<file path="config.mk">
export PLATFORM = sky130hd
export DESIGN_NAME = eev_ram
export DESIGN_NICKNAME = d
export VERILOG_FILES = /design/src/eev_ram.sv
export SDC_FILE = /design/constraint.sdc
export NUM_CORES = 1
export LEC_CHECK = 0
export ABC_AREA = 0
export BUFFER_PORTS_ARGS = -buffer_cell sky130_fd_sc_hd__clkbuf_2
export CAP_MARGIN = 10
export CORE_MARGIN = 10
export CORE_UTILIZATION = 55
export CTS_BUF_LIST = sky130_fd_sc_hd__clkbuf_4
export CTS_CLUSTER_SIZE = 14
export DETAILED_ROUTE_END_ITERATION = 6
export PLACE_DENSITY = 0.77
export SLEW_MARGIN = 20
export SYNTH_ARGS = -nofsm -noshare
export SYNTH_HDL_FRONTEND = slang
export SYNTH_SLANG_ARGS = --single-unit
export TNS_END_PERCENT = 100
</file>
<file path="constraint.sdc">
create_clock -name i_clk -period 2 [get_ports i_clk]
set_input_delay 0.1 -clock i_clk [delete_from_list [all_inputs] [get_ports i_clk]]
set_output_delay 0.1 -clock i_clk [all_outputs]
set_load 0.01 [all_outputs]
</file>
<file path="src/eev_ram.sv">
// Generic single-write, single-read synchronous RAM with registered read data.
// No dependencies.
module eev_ram #(
    parameter int DW    = 8,
    parameter int DEPTH = 64,
    localparam int AW   = $clog2(DEPTH)
) (
    input  logic          i_clk,
    input  logic          i_we,
    input  logic [AW-1:0] i_waddr,
    input  logic [DW-1:0] i_wdata,
    input  logic          i_re,
    input  logic [AW-1:0] i_raddr,
    output logic [DW-1:0] o_rdata
);
    logic [DW-1:0] r_mem [DEPTH];
    logic [DW-1:0] r_rdata;

    always_ff @(posedge i_clk) begin
        if (i_we) r_mem[i_waddr] <= i_wdata;
        if (i_re) r_rdata <= r_mem[i_raddr];
    end

    assign o_rdata = r_rdata;
endmodule
</file>
==> results of run 1 <==
==> metal layers <==
| metal | track usage (%) | part of all wire (%) | vias up |
|---|---|---|---|
| met2 | 33.94 | 51 | 559 |
| met4 | 9.745 | 3.3 | 0 |
| met5 | 0 | 0 | - |
| li1 | - | - | 4551 |
| met3 | 4.821 | 8.4 | 91 |
| met1 | 26.53 | 38 | 5558 |
==> cell usage in the layout, fill, tap and decap left out, types with 4 or more instances in the layout <==
cell type	netlist	routed
bufinv_16	0	5
mux2_2	13	12
nand3_1	13	13
edfxtp_1	520	520
nor2b_1	14	14
clkinv_1	0	26
o221ai_1	8	8
nor3_1	7	5
nand2b_1	7	7
nor2_1	83	80
mux4_2	126	126
a211oi_1	4	4
o22ai_1	8	8
buf_4	13	124
clkbuf_2	0	27
nand2_1	19	19
dlygate4sd3_1	0	15
mux2i_1	23	23
clkbuf_4	0	183
buf_12	2	17
==> flip-flops by register name, indices dropped and copies added (netlist names) <==
register  count
r_mem       512
o_rdata       8
==> cell families after synthesis <==
family	Yosys count	synth area share [%]
flip-flops	520	77.12
AND/OR/NAND/NOR	153	3.374
buffers and inverters	51	1.563
multiplexers	162	15.88
AO/OA/AOI/OAI	54	2.064
==> cell usage after synthesis (3+ instances only) <==
master     number
nand3b_1        3
buf_6           4
nand3_1        13
clkbuf_1       17
mux2_2         13
edfxtp_1      520
nand2b_1        7
o221ai_1        8
o2111ai_1       3
a221oi_1        6
buf_4          13
nor3_1          7
nor2_1         83
a22oi_1         3
mux4_2        126
mux2i_1        23
nor2b_1        14
buf_1           4
a211oi_1        4
o2bb2ai_1       3
buf_2          11
nand2_1        19
a21oi_1         3
o22ai_1         8
==> per-stage QoR <==
step           util [%]  cells
4_1_cts           65.32   1764
3_3_place_gp      60.25   1528
5_1_grt           65.47   1764
3_5_place_dp      60.25   1528
6_report          65.47   1764
2_1_floorplan         -    940
==> cell type report <==
cell class | instances | share of cell area [%]
diodes | 1 | 0.01049
clock inverters | 38 | 1.180
multi-input cells | 369 | 18.50
repair buffers | 185 | 6.630
clock buffers | 183 | 5.760
well taps | 468 | 2.455
flip-flops and latches | 520 | 65.46
==> worst max-delay path: stages, from the launching register on <==
cell and delay, ns:
edfxtp_1 0.36, mux4_2 0.49, mux4_2 0.48, nor2_1 0.16, nor3_1 0.09, o2bb2ai_2 0.14
==> timing repair <==
| item | CTS | global route |
|---|---|---|
| gates resized for setup | 11 | 10 |
| setup buffers | 0 | 0 |
| endpoints found under the setup margin | 6 | 5 |
| pin swaps | 2 | 4 |
| hold endpoints to repair | 516 | 0 |
| hold buffers | 15 | 0 |
==> where the power goes <==
group          internal [mW]  switching [mW]
clock                   4.85            4.03
sequential              12.1          0.0345
combinational          0.551           0.736
total                   17.5            4.80
==> path summary, 6_finish.rpt <==
check | startpoint | slack, ns | cells after the start | endpoint
setup / recovery | r_mem[15][2] | 0.02 | 5 | o_rdata[2]
setup reg to reg | r_mem[15][2] | 0.02 | 5 | o_rdata[2]
hold / removal | i_waddr[3] | 0.11 | 3 | r_mem[5][6]
hold reg to reg | r_mem[5][7] | 0.93 | 4 | o_rdata[7]
==> out/results.txt, run 1 <==
Final hold analysis gives a worst-case slack of 0.1101 ns. The synthesized netlist net count came out at 963. Setup repair after global routing could not meet its margin everywhere.

Once the floorplan was initialized, standard cells occupied 55.57% of the core. The worst setup skew after layout came out at 0.05652 ns. edfxtp_1 takes more of the synthesized area than any other cell.

The tools report the startpoint class of the critical path as a flop. The I/O pin total is 31, and the per-cell routed wire length is 25.97 µm. Summed over all failing endpoints, the final setup total negative slack is 0 ns.

Area of the core: 36430 µm². The critical path class is reg2reg. The total global routing track utilization is 20.94%. The synthesized design contains 520 register bits. For the total standard cell area after synthesis, the log shows 20250 µm². Endpoint type of the worst setup path: a flop. Global routing finished with a remaining overflow of 0.

The die covers 44890 µm². The clock slew at the register clock pins of the worst setup and hold paths works out to 0.07 ns. The maximum fanout count along the critical path is 1, and the remaining antenna violation count is 0.

The run gives 10760 as the detailed-route via count. The worst path needs 1.984 ns of the cycle, external delays included. The floorplan step set the die width to 211.9 µm. The final-layout fill cell count is 2353, and the power density relative to cell area is 934.2 nW/µm².

Data on the critical path arrives at its endpoint at 2.51 ns. Library cell used as clock root buffer: clkbuf_4. The count of flip-flops with a built-in enable after synthesis is 520, and the worst slack at placement is -0.5426 ns. The share of Yosys cell area claimed by the top area cell type works out to 77.12%. The total of max-cap violations came out at 0. Averaged over all synthesized cells, the footprint is 21.54 µm².

The number of antenna violations at the first check in global routing is 1. Via count of the first global-routing pass: 11160. The number of clock sinks seen by CTS came out at 520.

Most instantiated flip-flop cell in the synthesis netlist: edfxtp_1. The largest net degree at the start of global routing was 65. The number of max-slew violations in the final report is 0, and the H-tree depth is 4.

The tools report the estimated wirelength of the detail-placed design as 28210 µm. The run finished with clean final reports. The worst-margin pin slew came out at 0.7327 ns. The logs give 6 for the detailed-router iteration count before antenna repair and 0.01634 ns for the slack of the critical path.

Of the available clock period, the critical path in the final layout requires 99.18%. The total placed instance area was 21950 µm²; the total CTS buffers was 130. By area the synthesized netlist is led by edfxtp_1, mux4_2, nor2_1, mux2i_1, mux2_2. In the synthesized netlist the async set-or-reset flop fraction comes to 0%.

The logs give 0 for the count of endpoints failing hold in the final timing report and 23850 µm² for the cell area after layout. Of the synthesized area, sequential elements account for 77.12%. The tightest min-delay check is of the in2reg type. The number of core rows was 70. The run gives 3 as the maximum clock insertion buffer count. During placement, the flow inserted port buffers numbering 30. The gate count after technology mapping is 940, and the area growth from synthesis to layout is 17.81%. The worst relative slew slack was 51.16%; the average vias per placed instance was 6.099. The maximum clock frequency came out at 504.1 MHz. The final layout contains 1229 nets. The first global-routing pass estimated 68760 µm of wire. Total power for the finished layout comes to 22.28 mW. The wire length reported by the detailed router is 45820 µm, and the clock latency at the later pin of the worst-skew pair is 0.81 ns. The analysis attributes to cell leakage a power of 7.954 nW. Across the whole layout, storage elements account for 15620 µm².

Final routed DRC violation total: 0. Of the cells placed in the final design, the portion with a size suffix greater than 1 is 40.00%. The multi-input combinational cells in the finished layout cover a total of 4413 µm². Counting distinct cell types in the post-synthesis netlist gives 39.

At the worst endpoint, the required time is 2.52 ns. IR analysis of the VDD net gives a maximum drop of 0.4642 mV. Routability-driven placement finished with a final weighted congestion of 0.8916.

The number of setup violations in the final report is 0, and the height of the die is 211.9 µm. TritonCTS built the clock tree. For this block, the initial DRC count from the detailed router was 1104. For this run, the number of Yosys warnings is 0.
(Power assumes the default switching activity.)
==> run 2, diff against run 1 <==
--- a/config.mk
+++ b/config.mk
@@ -13,7 +13,7 @@
 export CTS_BUF_LIST = sky130_fd_sc_hd__clkbuf_4
 export CTS_CLUSTER_SIZE = 14
 export DETAILED_ROUTE_END_ITERATION = 6
-export PLACE_DENSITY = 0.77
+export PLACE_DENSITY = 0.74
 export SLEW_MARGIN = 20
 export SYNTH_ARGS = -nofsm -noshare
 export SYNTH_HDL_FRONTEND = slang
==> run 2 against run 1 <==
Net effect: the flow now finishes with violations (negative setup slack); sequential share of layout area up 0.17 points; clock-buffer cell count down 4; via count down 0.79%; non-clock buffer count up 6; die area unchanged; largest cell class unchanged; largest power group unchanged.
==> out/results.txt, run 2 (synthesized netlist as in run 1, its figures left out) <==
The run finished, with violations left. The final reports fail on negative setup slack. The run gives 0.9101 as the routability congestion estimate. The total area inside the core boundary comes to 36430 µm².

Detailed-router iteration count before antenna repair: 5. Cell repeated most along the worst path: mux4_2. Data on the critical path is required at its endpoint by 2.50 ns. The power density relative to cell area works out to 929.9 nW/µm².

The library cell used most frequently in the layout, excluding fill and tap cells, is edfxtp_1. Setup repair after global routing could not meet its margin everywhere. The final hold slack is 0.1071 ns. On the worst path, the slowest cell contributes a delay of 0.54 ns. The run gives 44840 µm as the wire length reported by the detailed router.

In this run the worst setup path begins at r_mem[51][5]. Remaining antenna violation count: 0. The critical path in this run is classified as reg2reg.

For the final routed database, the setup TNS stands at -0.03504 ns. The run gives 55.57% as the effective utilization at floorplan. The standard cell with the maximum stage delay on the critical path is mux4_2. The number of clock sinks seen by CTS was 520; the estimated wirelength of the detail-placed design was 28240 µm. The count of cells in the finished layout, fillers not included, comes to 1765. After layout, the worst path uses 101.5% of the clock period.

The full die area was 44890 µm²; the height of the die was 211.9 µm. The maximum fanout count along the critical path was 1; the maximum clock frequency was 492.7 MHz. The startpoint identified for the worst register-to-register timing path is r_mem[51][5]. Across the run, the number of max-cap violations was 0.

Clock-pin slew was measured on the worst setup and hold paths at 0.06 ns. The I/O pin total was 31; the final routed DRC violation total was 0. The worst hold path passes through 4 cells. The run gives 11260 as the via count of the first global-routing pass. The per-cell routed wire length was 25.41 µm. The worst slack at placement came out at -0.3004 ns. In this run the worst setup path terminates at o_rdata[5].

Ranked by flip-flop count, first place goes to r_mem. The first global-routing pass estimated 67940 µm of wire. The cell sitting at the root of the clock tree is a clkbuf_4. In the global route stage, overall resource usage came out at 20.58%. The largest net degree at the start of global routing was 65. Cells with a size suffix above 1 make up 40.54% of the layout.

The top cell types in the final layout, fill and taps aside, are edfxtp_1, clkbuf_4, buf_4. Counting along the longest clock path gives a buffer depth of 3. The critical path crosses 4 cells after its start point. At the end of the flow, the number of nets in the layout was 1236. Including well taps, the total number of placed cells is 1534. STA classifies the critical path startpoint as a flop.

In this run the worst hold path is classified as in2reg. STA puts the critical path data arrival time at 2.53 ns. Walking the worst path, the cells encountered are mux4_2 -> mux4_2 -> o21ai_2 -> o41ai_1.

Leakage power summed over all cells: 7.959 nW. The kind of cell adding the most delay to the critical path was multiplexers. The later pin in the worst-skew pair is clocked with a latency of 0.78 ns. For the finished layout, the period the worst path requires is 2.030 ns. The worst-margin pin slew was 0.9477 ns; the worst relative slew slack was 36.82%. Setup violations remaining at the end of the flow were counted as 2. The slack of the critical path came out at -0.02976 ns. The critical path buffer and inverter count is 0. Port buffering added 30 buffers.

Average vias per placed instance: 6.048. The total CTS buffers is 131, and the worst setup skew after layout is 0.04702 ns. The die width is 211.9 µm, and the worst setup slack for register-to-register paths is -0.03 ns. The worst setup path is captured at a flop. The initialized floorplan defines 70 standard-cell rows.

Compared with the post-synthesis result, the final layout area differs by 17.50%. The count of endpoints failing hold in the final timing report is 0, and the H-tree depth is 4. The run gives 2 as the number of antenna violations at the first check in global routing. The number of flip-flops under the largest register name came out at 512.

The detailed-route via count is 10670. After global routing the overflow that remains totals 0. Peak ir drop on the vdd network: 0.4750 mV. The first routing iteration left 1222 violations. TritonCTS built the clock tree.

The worst register-to-register path ends at o_rdata[5]. The number of cell instances on the worst register-to-register path is 4, and the number of max-slew violations in the final report is 0.
[run 2: worst min-delay path by stage]
stage | from | to
6_report | i_raddr[3] | o_rdata[7]
3_3_place_gp | i_re | o_rdata[5]
4_1_cts | i_raddr[3] | o_rdata[7]
2_1_floorplan | i_wdata[0] | r_mem[0][0]
5_1_grt | i_raddr[3] | o_rdata[7]
3_5_place_dp | i_re | o_rdata[5]
[run 2: per-stage QoR]
step	power (mW)	utilization, %	instance area (µm²)
floorplan	12.98	-	20250
global placement	13.54	60.27	21960
detailed placement	13.57	60.27	21960
CTS	22.36	65.17	23740
global route	23.01	65.29	23790
finish	22.12	65.30	23790
[run 2: cell type report]
type / count / area [µm²]
fill: 2399 / 12640
clock buffer: 179 / 1344
antenna: 2 / 5.005
clock inverter: 36 / 275.3
multi-input combinational: 369 / 4383
sequential: 520 / 15620
tap: 468 / 585.6
timing repair buffer: 191 / 1583
[run 2: metal layers]
layer | up-vias | global-route usage, % | wire [µm]
li1 | 4560 | - | -
met1 | 5437 | 27.79 | 18070
met2 | 591 | 31.64 | 21780
met3 | 86 | 4.658 | 3689
met4 | 0 | 9.397 | 1296
met5 | - | 0 | 0
[run 2: power by group]
group	switching (mW)	total (mW)	internal, mW
Combinational	0.713	1.26	0.546
Clock	3.98	8.75	4.77
Sequential	0.0332	12.1	12.1
[run 2: worst register-to-register path: cells and delay by family (launching register included)]
family | cells | cell delay (ns)
mux | 2 | 1.07
compound gates | 2 | 0.29
flops | 1 | 0.38
[run 2: repair_timing]
action	CTS	global route
hold buffers	14	0
endpoints found under the setup margin	7	7
pin swaps	0	4
buffers inserted	0	0
gates resized for setup	7	10
hold endpoints to repair	380	0
==> run 3, diff against run 2 <==
--- a/config.mk
+++ b/config.mk
@@ -14,6 +14,7 @@
 export CTS_CLUSTER_SIZE = 14
 export DETAILED_ROUTE_END_ITERATION = 6
 export PLACE_DENSITY = 0.74
+export SKIP_CTS_REPAIR_TIMING = 1
 export SLEW_MARGIN = 20
 export SYNTH_ARGS = -nofsm -noshare
 export SYNTH_HDL_FRONTEND = slang
==> run 3 against run 2 <==
Net effect: the run still ends with negative setup slack left; power hardly changed; via count is 0.19% lower; highest routed layer unchanged; final area is 0.12% lower; critical path depth stayed put.
==> out/results.txt, run 3 (synthesized netlist as in run 1, its figures left out) <==
Library cell used as clock root buffer: clkbuf_4. The average vias per placed instance came out at 6.050. The tools report the number of DRC markers after the initial detailed-route iteration as 1235. The most common cell after layout, fill and taps aside is edfxtp_1. The detail route stage leaves a number of antenna-violating nets equal to 0.

Met2 demand-to-capacity share in global routing: 31.54%. Maximum clock frequency: 496.8 MHz. The run finished, with violations left. met2 is the most crowded layer. The height of the die was 211.9 µm.

The number of flip-flops under the largest register name is 512. The wire-length estimate of the detail-placed layout is 28240 µm. For the pin with the worst max-slew slack, the measured transition is 0.9189 ns.

The run gives 0 as the number of max-slew violations in the final report. The via count of the first global-routing pass is 11180. After floorplanning, the core was divided into 70 placement rows.

TritonCTS built the clock tree. The logs give 4.747% for the met3 global-route usage and 6 for the detailed-router iteration count before antenna repair. The initial utilization of the core area, before any placement, comes to 55.57%. For the power share of the combinational group, the log shows 5.7%.

The count of endpoints failing hold in the final timing report came out at 0. The sequential share of power is 54.8%. The startpoint class of the critical path was a flop.

The tools report the final routed DRC violation total as 0. In this run the worst hold path is classified as in2reg. Setup repair after global routing could not meet its margin everywhere. The area of the core is 36430 µm², and the number of antenna violations at the first check in global routing is 2.

The die width came out at 211.9 µm. Compared with the post-synthesis result, the final layout area differs by 17.37%. In the final layout, the share of cells above drive strength 1 is 40.71%.

The tools report the wire length reported by the detailed router as 44780 µm. For met1 alone, demand over resource in global routing was 27.66%. Maximum clock insertion buffer count: 3. The congestion estimate from routability-driven global placement came to 0.9101. The first global-routing pass estimated 67590 µm of wire. The run gives 44890 µm² as the full die area. In this run switching power makes up 21.33% of total power. The total CTS buffers is 131, and the clock latency at the later pin of the worst-skew pair is 0.78 ns. The count of placed standard cells including taps came out at 1534. For the arrival time reported for the critical path endpoint, the log shows 2.52 ns. For this design the static power due to leakage is 7.950 nW. Total global routing track utilization: 20.52%.

The endpoint type of the worst setup path was a flop. The run gives 31 as the I/O pin total. The total placed instance area came out at 21960 µm². The library cells used most frequently in the layout, excluding fill and tap cells, are edfxtp_1, clkbuf_4, buf_4. Dividing the detail-routed wire length by the instance count gives 25.43 µm. Maximum fanout count along the critical path: 1.

For this design the ratio of total power to cell area is 930.5 nW/µm². The number of setup violations in the final report was 1. The tools report the worst setup skew after layout as 0.03942 ns. The net switching power was 4.716 mW.

Port buffering added 30 buffers. The run gives 10650 as the detailed-route via count. The final reports fail on negative setup slack.

The slack of the critical path is -0.01276 ns. The H-tree depth was 4. The post-layout instance count excluding filler cells was 1761; the part of the total power dissipated in the clock network was 39.5%. Once layout is complete, the utilization of the core stands at 65.22%. Global routing finished with a remaining overflow of 0.

The worst setup slack for register-to-register paths is -0.01 ns, and the final critical path time including I/O delays and setup is 2.013 ns. After clock tree synthesis, the clock-pin slew on the worst setup and hold paths is 0.07 ns. For this run, the post-layout net count is 1233. Critical path class: reg2reg.

The internal power of the cells totals 17.39 mW. Entering global routing, the biggest net connects 65 pins. The logs give 520 for the number of clock sinks seen by CTS and 0 for the total of max-cap violations.

The largest register by flop count was r_mem. After routing the design area is 23760 µm². The run gives 2.51 ns as the required time at the endpoint of the critical path. VDD sags by at most 0.4757 mV. The fraction of the cycle the final worst path needs works out to 100.6%. Measured against its own limit, the worst slew margin works out to 38.74%.
==> run 3: cell types whose count changed in the layout (fill, tap and decap cells not counted) <==
cell           change
a2111oi_1          -1
a2111oi_2          +1
diode_2            -1
dlygate4sd3_1      -3
==> run 3: area by class of cell <==
type | count | area [µm²]
Antenna cell | 1 | 2.502
Multi-Input combinational cell | 369 | 4388
Timing Repair Buffer | 188 | 1553
Sequential cell | 520 | 15620
Clock buffer | 179 | 1344
Tap cell | 468 | 585.6
Fill cell | 2402 | 12670
Clock inverter | 36 | 275.3
==> run 3: power by group through the flow <==
| stage | combinational, mW | sequential (mW) | clock (mW) |
|---|---|---|---|
| after floorplan | 0.643 | 12.3 | 0 |
| after global placement | 1.19 | 12.3 | 0 |
| after detailed placement | 1.22 | 12.4 | 0 |
| after CTS | 1.22 | 12.1 | 9.00 |
| after global routing | 1.34 | 12.1 | 9.56 |
| final | 1.26 | 12.1 | 8.74 |
==> run 3: routing by layer <==
| layer | wire length [µm] | vias to the layer above |
|---|---|---|
| li1 | - | 4556 |
| met1 | 18020 | 5418 |
| met2 | 21690 | 586 |
| met3 | 3735 | 94 |
| met4 | 1327 | 0 |
| met5 | 0 | - |
==> run 3: worst paths after layout <==
check | start | depth (start not counted) | end
worst min-delay path | i_waddr[0] | 4 | r_mem[51][0]
worst max register to register | r_mem[51][5] | 4 | o_rdata[5]
worst min register to register | r_mem[31][4] | 3 | o_rdata[4]
worst max-delay path | r_mem[51][5] | 4 | o_rdata[5]
==> run 3: through the flow <==
stage	setup TNS [ns]	total power, mW	hold WS, ns	setup WS (ns)
after floorplan	0	12.98	0.1989	0.09365
after global placement	-1.736	13.54	0.5163	-0.3223
after detailed placement	-1.804	13.57	0.5167	-0.3004
after CTS	-0.2993	22.33	-0.3426	-0.06742
after global routing	-0.03962	23.01	0.01530	-0.02261
final	-0.01276	22.11	0.01058	-0.01276
==> run 3: worst max-delay path, stage by stage (launching register included) <==
cell and delay, ns:
edfxtp_1 0.38, mux4_2 0.53, mux4_2 0.54, o21ai_2 0.17, o41ai_1 0.11
